## src/design/multichannel_block_average_gate_defines.svh

```systemverilog
// ----------------------------------------------------------------------------
// Assertion macros for the multichannel block average gate
// Clocked assertion helpers used by mbag_state.
// ----------------------------------------------------------------------------
`ifndef MULTICHANNEL_BLOCK_AVERAGE_GATE_DEFINES_SVH
`define MULTICHANNEL_BLOCK_AVERAGE_GATE_DEFINES_SVH

// Implication checked at every rising aclk edge, off while reset is low.
`define MBAG_ASSERT(label, prop, msg) \
    label: assert property (@(posedge aclk) disable iff (!aresetn) (prop)) \
        else $error(msg);

// Same check, also active during reset.
`define MBAG_ASSERT_ALWAYS(label, prop, msg) \
    label: assert property (@(posedge aclk) (prop)) else $error(msg);

`endif

```

## src/design/mbag_pkg.sv

```systemverilog
// ----------------------------------------------------------------------------
// mbag_pkg
// Constants, result type and arithmetic helpers of the block average gate.
// ----------------------------------------------------------------------------
package mbag_pkg;

    localparam int CHANNELS   = 8;
    localparam int SAMPLES    = 8;
    localparam int CH_W       = 3;
    localparam int CNT_W      = 4;
    localparam int LIM_W      = 15;
    localparam int DATA_W     = 16;
    localparam int RND_W      = $clog2(SAMPLES) + 1;
    localparam int CFG_IDX_W  = 2;
    localparam int CFG_DATA_W = 15;

    localparam logic [CFG_IDX_W-1:0] REG_CHANNEL_COUNT = 2'd0;
    localparam logic [CFG_IDX_W-1:0] REG_DIFF_LIMIT    = 2'd1;

    localparam logic [CNT_W-1:0] CNT_RESET = 4'd8;
    localparam logic [LIM_W-1:0] LIM_RESET = 15'd2;

    typedef struct packed {
        logic [CH_W-1:0]   channel;
        logic [DATA_W-1:0] average;
        logic              accepted;
        logic [DATA_W-1:0] held_value;
        logic              round_done;
    } result_t;

    // Signed block average, truncated toward zero.
    function automatic logic [DATA_W-1:0] block_average(input logic [DATA_W-1:0] sum);
        logic signed [31:0] q;
        q = $signed(sum) / SAMPLES;
        return q[DATA_W-1:0];
    endfunction

    // Magnitude of the wrapped 16-bit difference against the limit.
    function automatic logic gate_pass(input logic [DATA_W-1:0] avg,
                                       input logic [DATA_W-1:0] prev,
                                       input logic [LIM_W-1:0]  limit);
        logic [DATA_W-1:0] d;
        logic [DATA_W:0]   mag;
        d   = avg - prev;
        mag = d[DATA_W-1] ? (17'h10000 - {1'b0, d}) : {1'b0, d};
        return (mag <= {2'b00, limit});
    endfunction

endpackage

```

## src/design/mbag_state.sv

```systemverilog
// ----------------------------------------------------------------------------
// mbag_state
// Per-channel sums, averages and round position; one sample per cycle while advance is high.
// ----------------------------------------------------------------------------
`include "multichannel_block_average_gate_defines.svh"

module mbag_state
    import mbag_pkg::*;
(
    input  logic              aclk,
    input  logic              aresetn,
    input  logic              advance,
    input  logic [DATA_W-1:0] sample,
    input  logic [CNT_W-1:0]  channel_count,
    input  logic [LIM_W-1:0]  diff_limit,
    output logic              produce,
    output result_t           result
);

    logic [DATA_W-1:0] channel_sum_reg      [CHANNELS];
    logic [DATA_W-1:0] previous_average_reg [CHANNELS];
    logic [DATA_W-1:0] held_average_reg     [CHANNELS];
    logic [RND_W-1:0]  round_index_reg;
    logic [CH_W-1:0]   channel_index_reg;

    logic [CNT_W-1:0]  count_eff;
    logic [CH_W-1:0]   ch;
    logic [RND_W-1:0]  rnd;
    logic              last_round;
    logic              last_channel;
    logic [DATA_W-1:0] sum_new;
    logic [DATA_W-1:0] avg;
    logic              ok;
    logic [DATA_W-1:0] held_new;
    logic [RND_W-1:0]  round_index_next;
    logic [CH_W-1:0]   channel_index_next;

    always_comb begin
        count_eff = channel_count;
        if (count_eff == '0) begin
            count_eff = CNT_W'(1);
        end
        if (count_eff > CNT_W'(CHANNELS)) begin
            count_eff = CNT_W'(CHANNELS);
        end

        // Count lowered mid round: restart at channel 0.
        ch  = ({1'b0, channel_index_reg} >= count_eff) ? '0 : channel_index_reg;
        rnd = (round_index_reg >= RND_W'(SAMPLES)) ? '0 : round_index_reg;

        last_round   = (({1'b0, rnd} + 1'b1) >= (RND_W + 1)'(SAMPLES));
        last_channel = (({1'b0, ch} + CNT_W'(1)) >= count_eff);

        sum_new  = channel_sum_reg[ch] + sample;
        avg      = block_average(sum_new);
        ok       = gate_pass(avg, previous_average_reg[ch], diff_limit);
        held_new = ok ? avg : held_average_reg[ch];

        if (last_channel) begin
            channel_index_next = '0;
            round_index_next   = last_round ? '0 : rnd + 1'b1;
        end else begin
            channel_index_next = ch + 1'b1;
            round_index_next   = rnd;
        end

        produce           = last_round;
        result.channel    = ch;
        result.average    = avg;
        result.accepted   = ok;
        result.held_value = held_new;
        result.round_done = last_channel;
    end

    always_ff @(posedge aclk) begin
        if (!aresetn) begin
            for (int i = 0; i < CHANNELS; i++) begin
                channel_sum_reg[i]      <= '0;
                previous_average_reg[i] <= '0;
                held_average_reg[i]     <= '0;
            end
            round_index_reg   <= '0;
            channel_index_reg <= '0;
        end else if (advance) begin
            round_index_reg   <= round_index_next;
            channel_index_reg <= channel_index_next;
            if (last_round) begin
                // Close the block: restart the sum, latch the averages.
                channel_sum_reg[ch]      <= '0;
                previous_average_reg[ch] <= avg;
                held_average_reg[ch]     <= held_new;
            end else begin
                channel_sum_reg[ch] <= sum_new;
            end
        end
    end

    `MBAG_ASSERT(a_wrap_channel, advance && last_channel |=> channel_index_reg == '0, "channel index did not wrap")
    `MBAG_ASSERT(a_sum_cleared, advance && last_round |=> channel_sum_reg[$past(ch)] == '0, "block sum not restarted")
    `MBAG_ASSERT(a_held_on_accept, produce && result.accepted |-> result.held_value == result.average, "accepted average not held")
    `MBAG_ASSERT(a_round_range, round_index_reg < RND_W'(SAMPLES), "round index out of range")

endmodule

```

## src/design/mbag_result_reg.sv

```systemverilog
// ----------------------------------------------------------------------------
// mbag_result_reg
// Output register of the result channel; refills in the cycle it drains.
// ----------------------------------------------------------------------------
module mbag_result_reg
    import mbag_pkg::*;
(
    input  logic    aclk,
    input  logic    aresetn,
    input  logic    load,
    input  result_t load_word,
    output logic    free,
    output logic    m_valid,
    input  logic    m_ready,
    output result_t m_word
);

    logic    valid_reg;
    logic    valid_next;
    result_t word_reg;

    assign free = !valid_reg || m_ready;

    always_comb begin
        valid_next = valid_reg;
        if (load) begin
            valid_next = 1'b1;
        end else if (m_ready) begin
            valid_next = 1'b0;
        end
    end

    always_ff @(posedge aclk) begin
        if (!aresetn) begin
            valid_reg <= 1'b0;
        end else begin
            valid_reg <= valid_next;
        end
    end

    always_ff @(posedge aclk) begin
        if (load) begin
            word_reg <= load_word;
        end
    end

    assign m_valid = valid_reg;
    assign m_word  = word_reg;

endmodule

```

## src/design/multichannel_block_average_gate.sv

```systemverilog
// ----------------------------------------------------------------------------
// multichannel_block_average_gate
// Per-channel block averaging of temperature samples with a stability gate.
// ----------------------------------------------------------------------------
// Usage:
//   s_* carries one signed sample word per handshake, channels in round order
//   (0 .. channel_count-1). After SAMPLES rounds each sample of the last round
//   yields one result word on m_*: channel, block average, gate decision,
//   held value and a round_done flag on the round's last channel. Samples of
//   earlier rounds yield no result.
//   cfg_* writes channel_count (index 0) and diff_limit (index 1); cfg_ready
//   is always high. Write only while the block is idle.
//   A sample accepted on s_* is held in the input register, then its
//   per-channel update is registered into the output register. One sample
//   is taken per cycle unless a result is held back (see below), set by the
//   read-modify-write of the per-channel sum.
//   Reset clears all sums, averages, held values and the round position, and
//   loads channel_count = 8, diff_limit = 2.
//   While m_ready is low with a result waiting, a sample that would produce
//   a result holds in the input register and s_ready drops; samples that
//   produce none keep flowing.
// ----------------------------------------------------------------------------
module multichannel_block_average_gate
    import mbag_pkg::*;
(
    input  logic                  aclk,
    input  logic                  aresetn,

    input  logic                  s_valid,
    output logic                  s_ready,
    input  logic [DATA_W-1:0]     s_sample,

    output logic                  m_valid,
    input  logic                  m_ready,
    output logic [CH_W-1:0]       m_channel,
    output logic [DATA_W-1:0]     m_average,
    output logic                  m_accepted,
    output logic [DATA_W-1:0]     m_held_value,
    output logic                  m_round_done,

    input  logic                  cfg_valid,
    output logic                  cfg_ready,
    input  logic [CFG_IDX_W-1:0]  cfg_index,
    input  logic [CFG_DATA_W-1:0] cfg_data
);

    logic [CNT_W-1:0]  channel_count_reg;
    logic [LIM_W-1:0]  diff_limit_reg;
    logic              in_valid_reg;
    logic              in_valid_next;
    logic [DATA_W-1:0] sample_reg;
    logic              s_fire;
    logic              advance;
    logic              produce;
    logic              out_free;
    result_t           result;
    result_t           m_word;

    assign cfg_ready = 1'b1;

    always_ff @(posedge aclk) begin
        if (!aresetn) begin
            channel_count_reg <= CNT_RESET;
            diff_limit_reg    <= LIM_RESET;
        end else if (cfg_valid) begin
            case (cfg_index)
                REG_CHANNEL_COUNT: channel_count_reg <= cfg_data[CNT_W-1:0];
                REG_DIFF_LIMIT:    diff_limit_reg    <= cfg_data[LIM_W-1:0];
                default: begin
                end
            endcase
        end
    end

    // Hold the sample only when its result has no room.
    assign advance = in_valid_reg && (!produce || out_free);
    assign s_ready = !in_valid_reg || advance;
    assign s_fire  = s_valid && s_ready;

    always_comb begin
        in_valid_next = in_valid_reg;
        if (s_fire) begin
            in_valid_next = 1'b1;
        end else if (advance) begin
            in_valid_next = 1'b0;
        end
    end

    always_ff @(posedge aclk) begin
        if (!aresetn) begin
            in_valid_reg <= 1'b0;
        end else begin
            in_valid_reg <= in_valid_next;
        end
    end

    always_ff @(posedge aclk) begin
        if (s_fire) begin
            sample_reg <= s_sample;
        end
    end

    mbag_state u_state (
        .aclk          (aclk),
        .aresetn       (aresetn),
        .advance       (advance),
        .sample        (sample_reg),
        .channel_count (channel_count_reg),
        .diff_limit    (diff_limit_reg),
        .produce       (produce),
        .result        (result)
    );

    mbag_result_reg u_result (
        .aclk      (aclk),
        .aresetn   (aresetn),
        .load      (advance && produce),
        .load_word (result),
        .free      (out_free),
        .m_valid   (m_valid),
        .m_ready   (m_ready),
        .m_word    (m_word)
    );

    assign m_channel    = m_word.channel;
    assign m_average    = m_word.average;
    assign m_accepted   = m_word.accepted;
    assign m_held_value = m_word.held_value;
    assign m_round_done = m_word.round_done;

endmodule
```

## config.mk

```make
export PLATFORM = sky130hd
export DESIGN_NAME = multichannel_block_average_gate
export DESIGN_NICKNAME = d
export VERILOG_FILES = /design/src/design/mbag_pkg.sv /design/src/design/mbag_state.sv /design/src/design/mbag_result_reg.sv /design/src/design/multichannel_block_average_gate.sv
export VERILOG_INCLUDE_DIRS = /design/src /design/src/design
export SDC_FILE = /design/constraint.sdc
export NUM_CORES = 1
export LEC_CHECK = 0
export BUFFER_PORTS_ARGS = -buffer_cell sky130_fd_sc_hd__buf_2
export CORE_ASPECT_RATIO = 1.25
export CORE_UTILIZATION = 40
export CTS_BUF_LIST = sky130_fd_sc_hd__clkbuf_4 sky130_fd_sc_hd__clkbuf_8
export DETAILED_ROUTE_END_ITERATION = 6
export PLACE_DENSITY = 0.63
export SLEW_MARGIN = 20
export SYNTH_ARGS = -nofsm -noshare
export SYNTH_HDL_FRONTEND = slang
export SYNTH_HIERARCHICAL = 1
export SYNTH_SLANG_ARGS = --single-unit
```

## constraint.sdc

```tcl
create_clock -name aclk -period 32.1 [get_ports aclk]
set_clock_uncertainty 0.15 [all_clocks]
set_input_delay 4.815 -clock aclk [delete_from_list [all_inputs] [get_ports aclk]]
set_output_delay 4.815 -clock aclk [all_outputs]
set_load 0.005 [all_outputs]
```

==> After elaboration in Yosys (flattened, before gate mapping) <==
Memory sizes are Yosys's and may differ from the RTL's.
Cells that the tools add are included.
{ "classes": {"add_sub_neg": 8, "multipliers": 0, "div": 0, "order_cmp": 6, "eq_ne": 1, "shift": 0, "mux": 32, "bitwise": 2, "n_reduce_logical": 19} }
{ "op_table": {"columns": ["operator", "count"], "rows": [
  ["16-bit two-way mux", 5],
  ["16-bit OR reduction", 3],
  ["4-bit two-way mux", 5],
  ["17-bit by 15-bit <= comparator with 1-bit output", 1],
  ["17-bit two-way mux", 1],
  ["17-bit by 16-bit subtractor with 17-bit output (first input constant)", 1],
  ["16-bit by 1-bit adder with 16-bit output", 1],
  ["16-bit adder", 1],
  ["1-bit two-way mux", 16],
  ["16-bit subtractor", 1],
  ["3-bit two-way mux", 5],
  ["4-bit by 1-bit adder with 5-bit output (second input constant)", 1],
  ["5-bit by 4-bit >= comparator with 1-bit output (second input constant)", 1],
  ["3-bit by 1-bit adder with 4-bit output (second input constant)", 1],
  ["4-bit by 1-bit adder with 4-bit output (second input constant)", 1],
  ["3-bit by 4-bit >= comparator with 1-bit output", 1],
  ["4-bit >= comparator", 1],
  ["4-bit >= comparator (second input constant)", 1],
  ["4-bit greater-than comparator (second input constant)", 1],
  ["4-bit zero test", 1],
  ["2-bit AND reduction", 2],
  ["2-bit nonzero test", 2],
  ["3-bit by 1-bit adder with 3-bit output (second input constant)", 1],
  ["1-bit logical AND", 3],
  ["other kinds (7)", 11]
]} }
{ "word_totals": {"ff_bits": 81, "latch_bits": 0, "mem_bits_rw": 384, "rom_bits": 0, "inputBits": 38, "out_inout_bits": 40, "elab_cells": 83, "memories": 3} }
{ "mem_list": {"columns": ["name", "depth", "width", "rd", "rd_clocked_by_memory_dff", "wr", "line_no", "rtl"], "rows": [
  ["u_state.channel_sum_reg", 8, 16, 1, 0, 8, "mbag_state.sv:20", "logic [DATA_W-1:0] channel_sum_reg [CHANNELS];"],
  ["u_state.held_average_reg", 8, 16, 1, 0, 8, "mbag_state.sv:22", "logic [DATA_W-1:0] held_average_reg [CHANNELS];"],
  ["u_state.previous_average_reg", 8, 16, 1, 0, 8, "mbag_state.sv:21", "logic [DATA_W-1:0] previous_average_reg [CHANNELS];"]
]} }

==> Logic depth before layout (Yosys ltp) <==
An unclocked memory read counts as a cell.
{ "logic_depth": {"ltp_word": 17, "mapped_depth": 58, "ltp_nobuf": 50} }

==> Cells and area by module <==
Netlist, hierarchy kept.
{ "modules_own_cells": {"columns": ["mod", "n_inst", "cells_each", "area_per_inst_um2", "seq_area_each_um2"], "rows": [
  ["mbag_state", 1, 2032, 21276.7, 11671.2],
  ["multichannel_block_average_gate", 1, 108, 1330.0, 880.8],
  ["mbag_result_reg", 1, 41, 1159.9, 1131.1]
]} }

==> Least setup slack after synthesis <==
Ideal clock, no wire load.
{ "synth_timing": {"path_kind": "flip-flop to flip-flop", "from": "register u_state.channel_index_reg[0]", "to": "memory u_state.held_average_reg[4][15] (data pin)", "setup_ns": 0.291, "arrival_time_ns": 10.637, "required_ns": 31.659, "slack_ns": 21.022, "path_stages_with_launch": 55, "n_path_buf": 7, "synth_period_minus_slack_ns": 11.078, "cell_sequence": "dfxtp_1 -> buf_2 -> buf_2 -> inv_1 -> ha_1 -> nor3b_2 -> o311ai_2 -> inv_1 -> clkbuf_1 -> nand3_1 -> clkbuf_1 -> o221ai_1 -> nor3_1 -> ha_1 -> buf_2 -> nand3_1 -> a21o_1 -> o211a_1 -> [19 not listed] -> a31oi_1 -> o2111a_1 -> a211oi_2 -> mux2_2 -> ha_1 -> nor2b_1 -> o21a_1 -> o21a_1 -> o21ai_0 -> nand2b_1 -> a21oi_1 -> nor2b_1 -> o21a_1 -> o211ai_1 -> a31oi_1 -> a311oi_2 -> buf_2 -> a211oi_1"} }
{ "synth_lines": {"columns": ["element", "line_no", "rtl"], "rows": [
  ["start: declaration", "mbag_state.sv:24", "logic [CH_W-1:0] channel_index_reg;"],
  ["start signal: assignment", "mbag_state.sv:86", "channel_index_reg <= channel_index_next;"],
  ["end: declaration", "mbag_state.sv:22", null]
]} }

==> run_results.csv <==
group,metric,value,unit
status,status,"finished with violations",
status,violations,"design-rule violations",
grt,grt_pass1_vias,17700,
grt,grtUsageTotal,22.8,%
critical_path,max_stage_delay,0.93,ns
power,vdd_drop_max,0.000212,V
timing,max_freq,67.8,MHz
critical_path,reg2reg_depth,49,
power,swShare,40.7,%
timing,slew_headroom,29.1,%
critical_path,r2r_slack,17.36,ns
route,firstDrtPassIters,7,
cts,cts_root_buffer,"clkbuf_8",
timing,fin_crit,14.74,ns
placed_design,dp_slack,17.64,ns
cts,clk_pin_slew_worst_paths,0.07,ns
yosys,synth.top_cells.by_count,"edfxtp_1, nand2_1, nor2_1, inv_1, mux2i_1",
route,vias,17500,
grt,overflow,0,
route,drt-total-wl,68000,microns
yosys,avgSynthCellArea,10.9,sq um
timing,rsz0062_at_grt,"false",
route,wire_per_inst,22.1,microns
yosys,ys_warn_count,6,
cts,ctsResizeCount,0,
power,clockPowerShare,21.1,%
timing,setup_ws,17.36,ns
placed_design,detailed_place_hpwl,44400,microns
worst_hold_path,hold_end,"diff_limit_reg[4]$_SDFFE_PN0P_",
yosys,synth_nets,2279,
yosys,synth_top_area_share,55.2,%
yosys,yosysMostFrequentCell,"edfxtp_1",
cts,cts_buffer_depth,3,
worst_hold_path,hold_path_depth,2,
floorplanning,ios,78,
floorplanning,num_rows,99,
power,p_seq_share,29.1,%
floorplanning,die_h,275,microns
floorplanning,die_x,220,microns
critical_path,crit_slowest_cell,"dfxtp_1",
grt,grt_antenna_before_repair,1,
placed_design,gp_congestion,0.868,
yosys,ys.flop_type,"edfxtp_1",
power,cellPowerDensity,93.6,mW/mm^2
timing,whs,0.307,ns
critical_path,reg2reg_to,"u_result/m_word[2]$_DFFE_PP_",
yosys,synth-edff-count,437,
flow_run,cap_viol_max_count,0,
yosys,syn_inst,2181,
critical_path,crit_arrival,14.99,ns
critical_path,endpoint_kind,"register",
route,drc,8,
yosys,ys_types,90,
route,via_per_inst,5.68,
floorplanning,die_area,0.0604,sq mm
critical_path,critPathMaxFanout,59,
timing,report.final.slew_viol_count,0,
placed_design,io_buffers,76,
yosys,seq_area_frac_synth,57.6,%
yosys,yosysTopAreaCell,"edfxtp_1",
critical_path,critPathKind,"reg2reg",
route,drt_iter0_drc,1583,
final_layout,drive_gt1_share,13.4,%
cts,numCtsBuffers,76,
worst_hold_path,min_path_type,"reg2reg",
floorplanning,start_util,40.6,%
timing,hold_viol,0,
timing,tightest_slew,1.06,ns
power,leakage,10.5,nW
cts,tritoncts,"yes",
grt,grt_pass1_wl,103000,microns
yosys,async_flop_share,0,%
timing,finalSetupTns,0,ns
cts,ctsHoldBuffers,0,
critical_path,required,32.35,ns
timing,finalCritPeriodShare,45.9,%
yosys,ys_ff_latch,465,
yosys,synth_area_leaders,"edfxtp_1, nand2_1, mux2i_1",
cts,cts_sinks,465,
cts,ctsHtreeMaxLevel,3,
final_layout,fillers,5438,
cts,clkLatencyLatePin,0.69,ns
worst_hold_path,hp-start,"diff_limit_reg[4]$_SDFFE_PN0P_",
critical_path,crit_path_start_kind,"register",
power,internal_power,1.47,mW
yosys,netlist_area,0.0238,sq mm
grt,grt_max_degree,63,
power,switching_power,1.01,mW
cts,post-cts-setup-buffers,0,
critical_path,path_common_cell,"ha_1",
timing,finalSetupViolations,0,
placed_design,place_inst,2945,
final_layout,syn2layout_area_growth,11.4,%
final_layout,nets,2364,
floorplanning,core,0.0586,sq mm
final_layout,final_core_util,45.2,%
route,ant_nets,0,
power,combPwrFrac,49.8,%
final_layout,final_cells,3080,
critical_path,crit-reg2reg-launch,"u_state/channel_index_reg[0]$_SDFFE_PN0P_",
-- kinds of logic after synthesis --
group,synth area share (%)
xor+xnor,1.71
flops,57.6
compound gates,10.8
other cells,0.0158
buf+inv,5.11
mux,6.55
simple gates,14.9
fa+ha+maj,3.31
-- through the flow --
step                area (sq um)  power [mW]
floorplan                  23800        1.79
global placement           25000        1.93
detailed placement         25000        1.95
CTS                        26500        2.48
global route               26500        2.60
finish                     26500        2.48
-- area by class of cell --
class / instances / area, sq um / area share [%]
Multi-Input combinational cell: 1430 / 8940 / 33.8
Antenna cell: 1 / 2.50 / 0.00945
Clock inverter: 18 / 159 / 0.600
Tap cell: 757 / 947 / 3.58
Clock buffer: 116 / 1350 / 5.11
Timing Repair Buffer: 129 / 781 / 2.95
Inverter: 164 / 616 / 2.32
Sequential cell: 465 / 13700 / 51.7
-- metal layers --
layer	global-route usage, %	share of wire, %	up-vias
met3	3.15	5.9	181
met4	12.8	5.4	0
met5	0	0	-
li1	-	-	8048
met1	27.0	38	8604
met2	39.7	51	652
-- worst max-delay path by stage --
| stage | start | endpoint | cells past startpoint |
|---|---|---|---|
| after floorplan | u_state/channel_index_reg[0]$_SDFFE_PN0P_ | u_state/held_average_reg[4][15]$_SDFFCE_PN0P_ | 54 |
| after global placement | u_state/channel_index_reg[0]$_SDFFE_PN0P_ | u_result/m_word[2]$_DFFE_PP_ | 49 |
| after detailed placement | u_state/channel_index_reg[0]$_SDFFE_PN0P_ | u_result/m_word[2]$_DFFE_PP_ | 49 |
| after CTS | u_state/channel_index_reg[0]$_SDFFE_PN0P_ | u_result/m_word[2]$_DFFE_PP_ | 49 |
| after global routing | u_state/channel_index_reg[0]$_SDFFE_PN0P_ | u_result/m_word[2]$_DFFE_PP_ | 49 |
| final | u_state/channel_index_reg[0]$_SDFFE_PN0P_ | u_result/m_word[2]$_DFFE_PP_ | 49 |
-- power by group through the flow --
stage	logic, mW	clock network [mW]	registers, mW
finish	1.23	0.523	0.720
global route	1.32	0.560	0.722
CTS	1.23	0.536	0.720
detailed placement	1.22	0	0.733
global placement	1.20	0	0.732
floorplan	1.06	0	0.728
-- worst max-delay path: cells and delay by family, from the launching register on --
family,cells,cell delay [ns]
AOI/OAI and AO/OA,20,4.80
and+or+nand+nor,14,3.00
buffers and inverters,5,2.19
adders and majority gates,5,1.62
muxes,3,1.28
DFF,1,0.93
xor gates and xnor gates,2,0.30
-- placed cells by master, fill, tap and decap left out, types with 32 or more instances in the layout --
cell type | synthesis | routed
edfxtp_1 | 437 | 437
nand2_1 | 381 | 381
nor2_1 | 264 | 253
inv_1 | 152 | 152
mux2i_1 | 133 | 133
clkbuf_8 | 0 | 77
buf_2 | 14 | 75
a21oi_1 | 66 | 66
ha_1 | 58 | 58
buf_4 | 11 | 54
clkbuf_4 | 0 | 39
o22ai_1 | 37 | 37
a211oi_1 | 36 | 36
nor3_1 | 36 | 33
a221oi_1 | 32 | 32
Note: power is estimated with default switching activity, not from simulation.
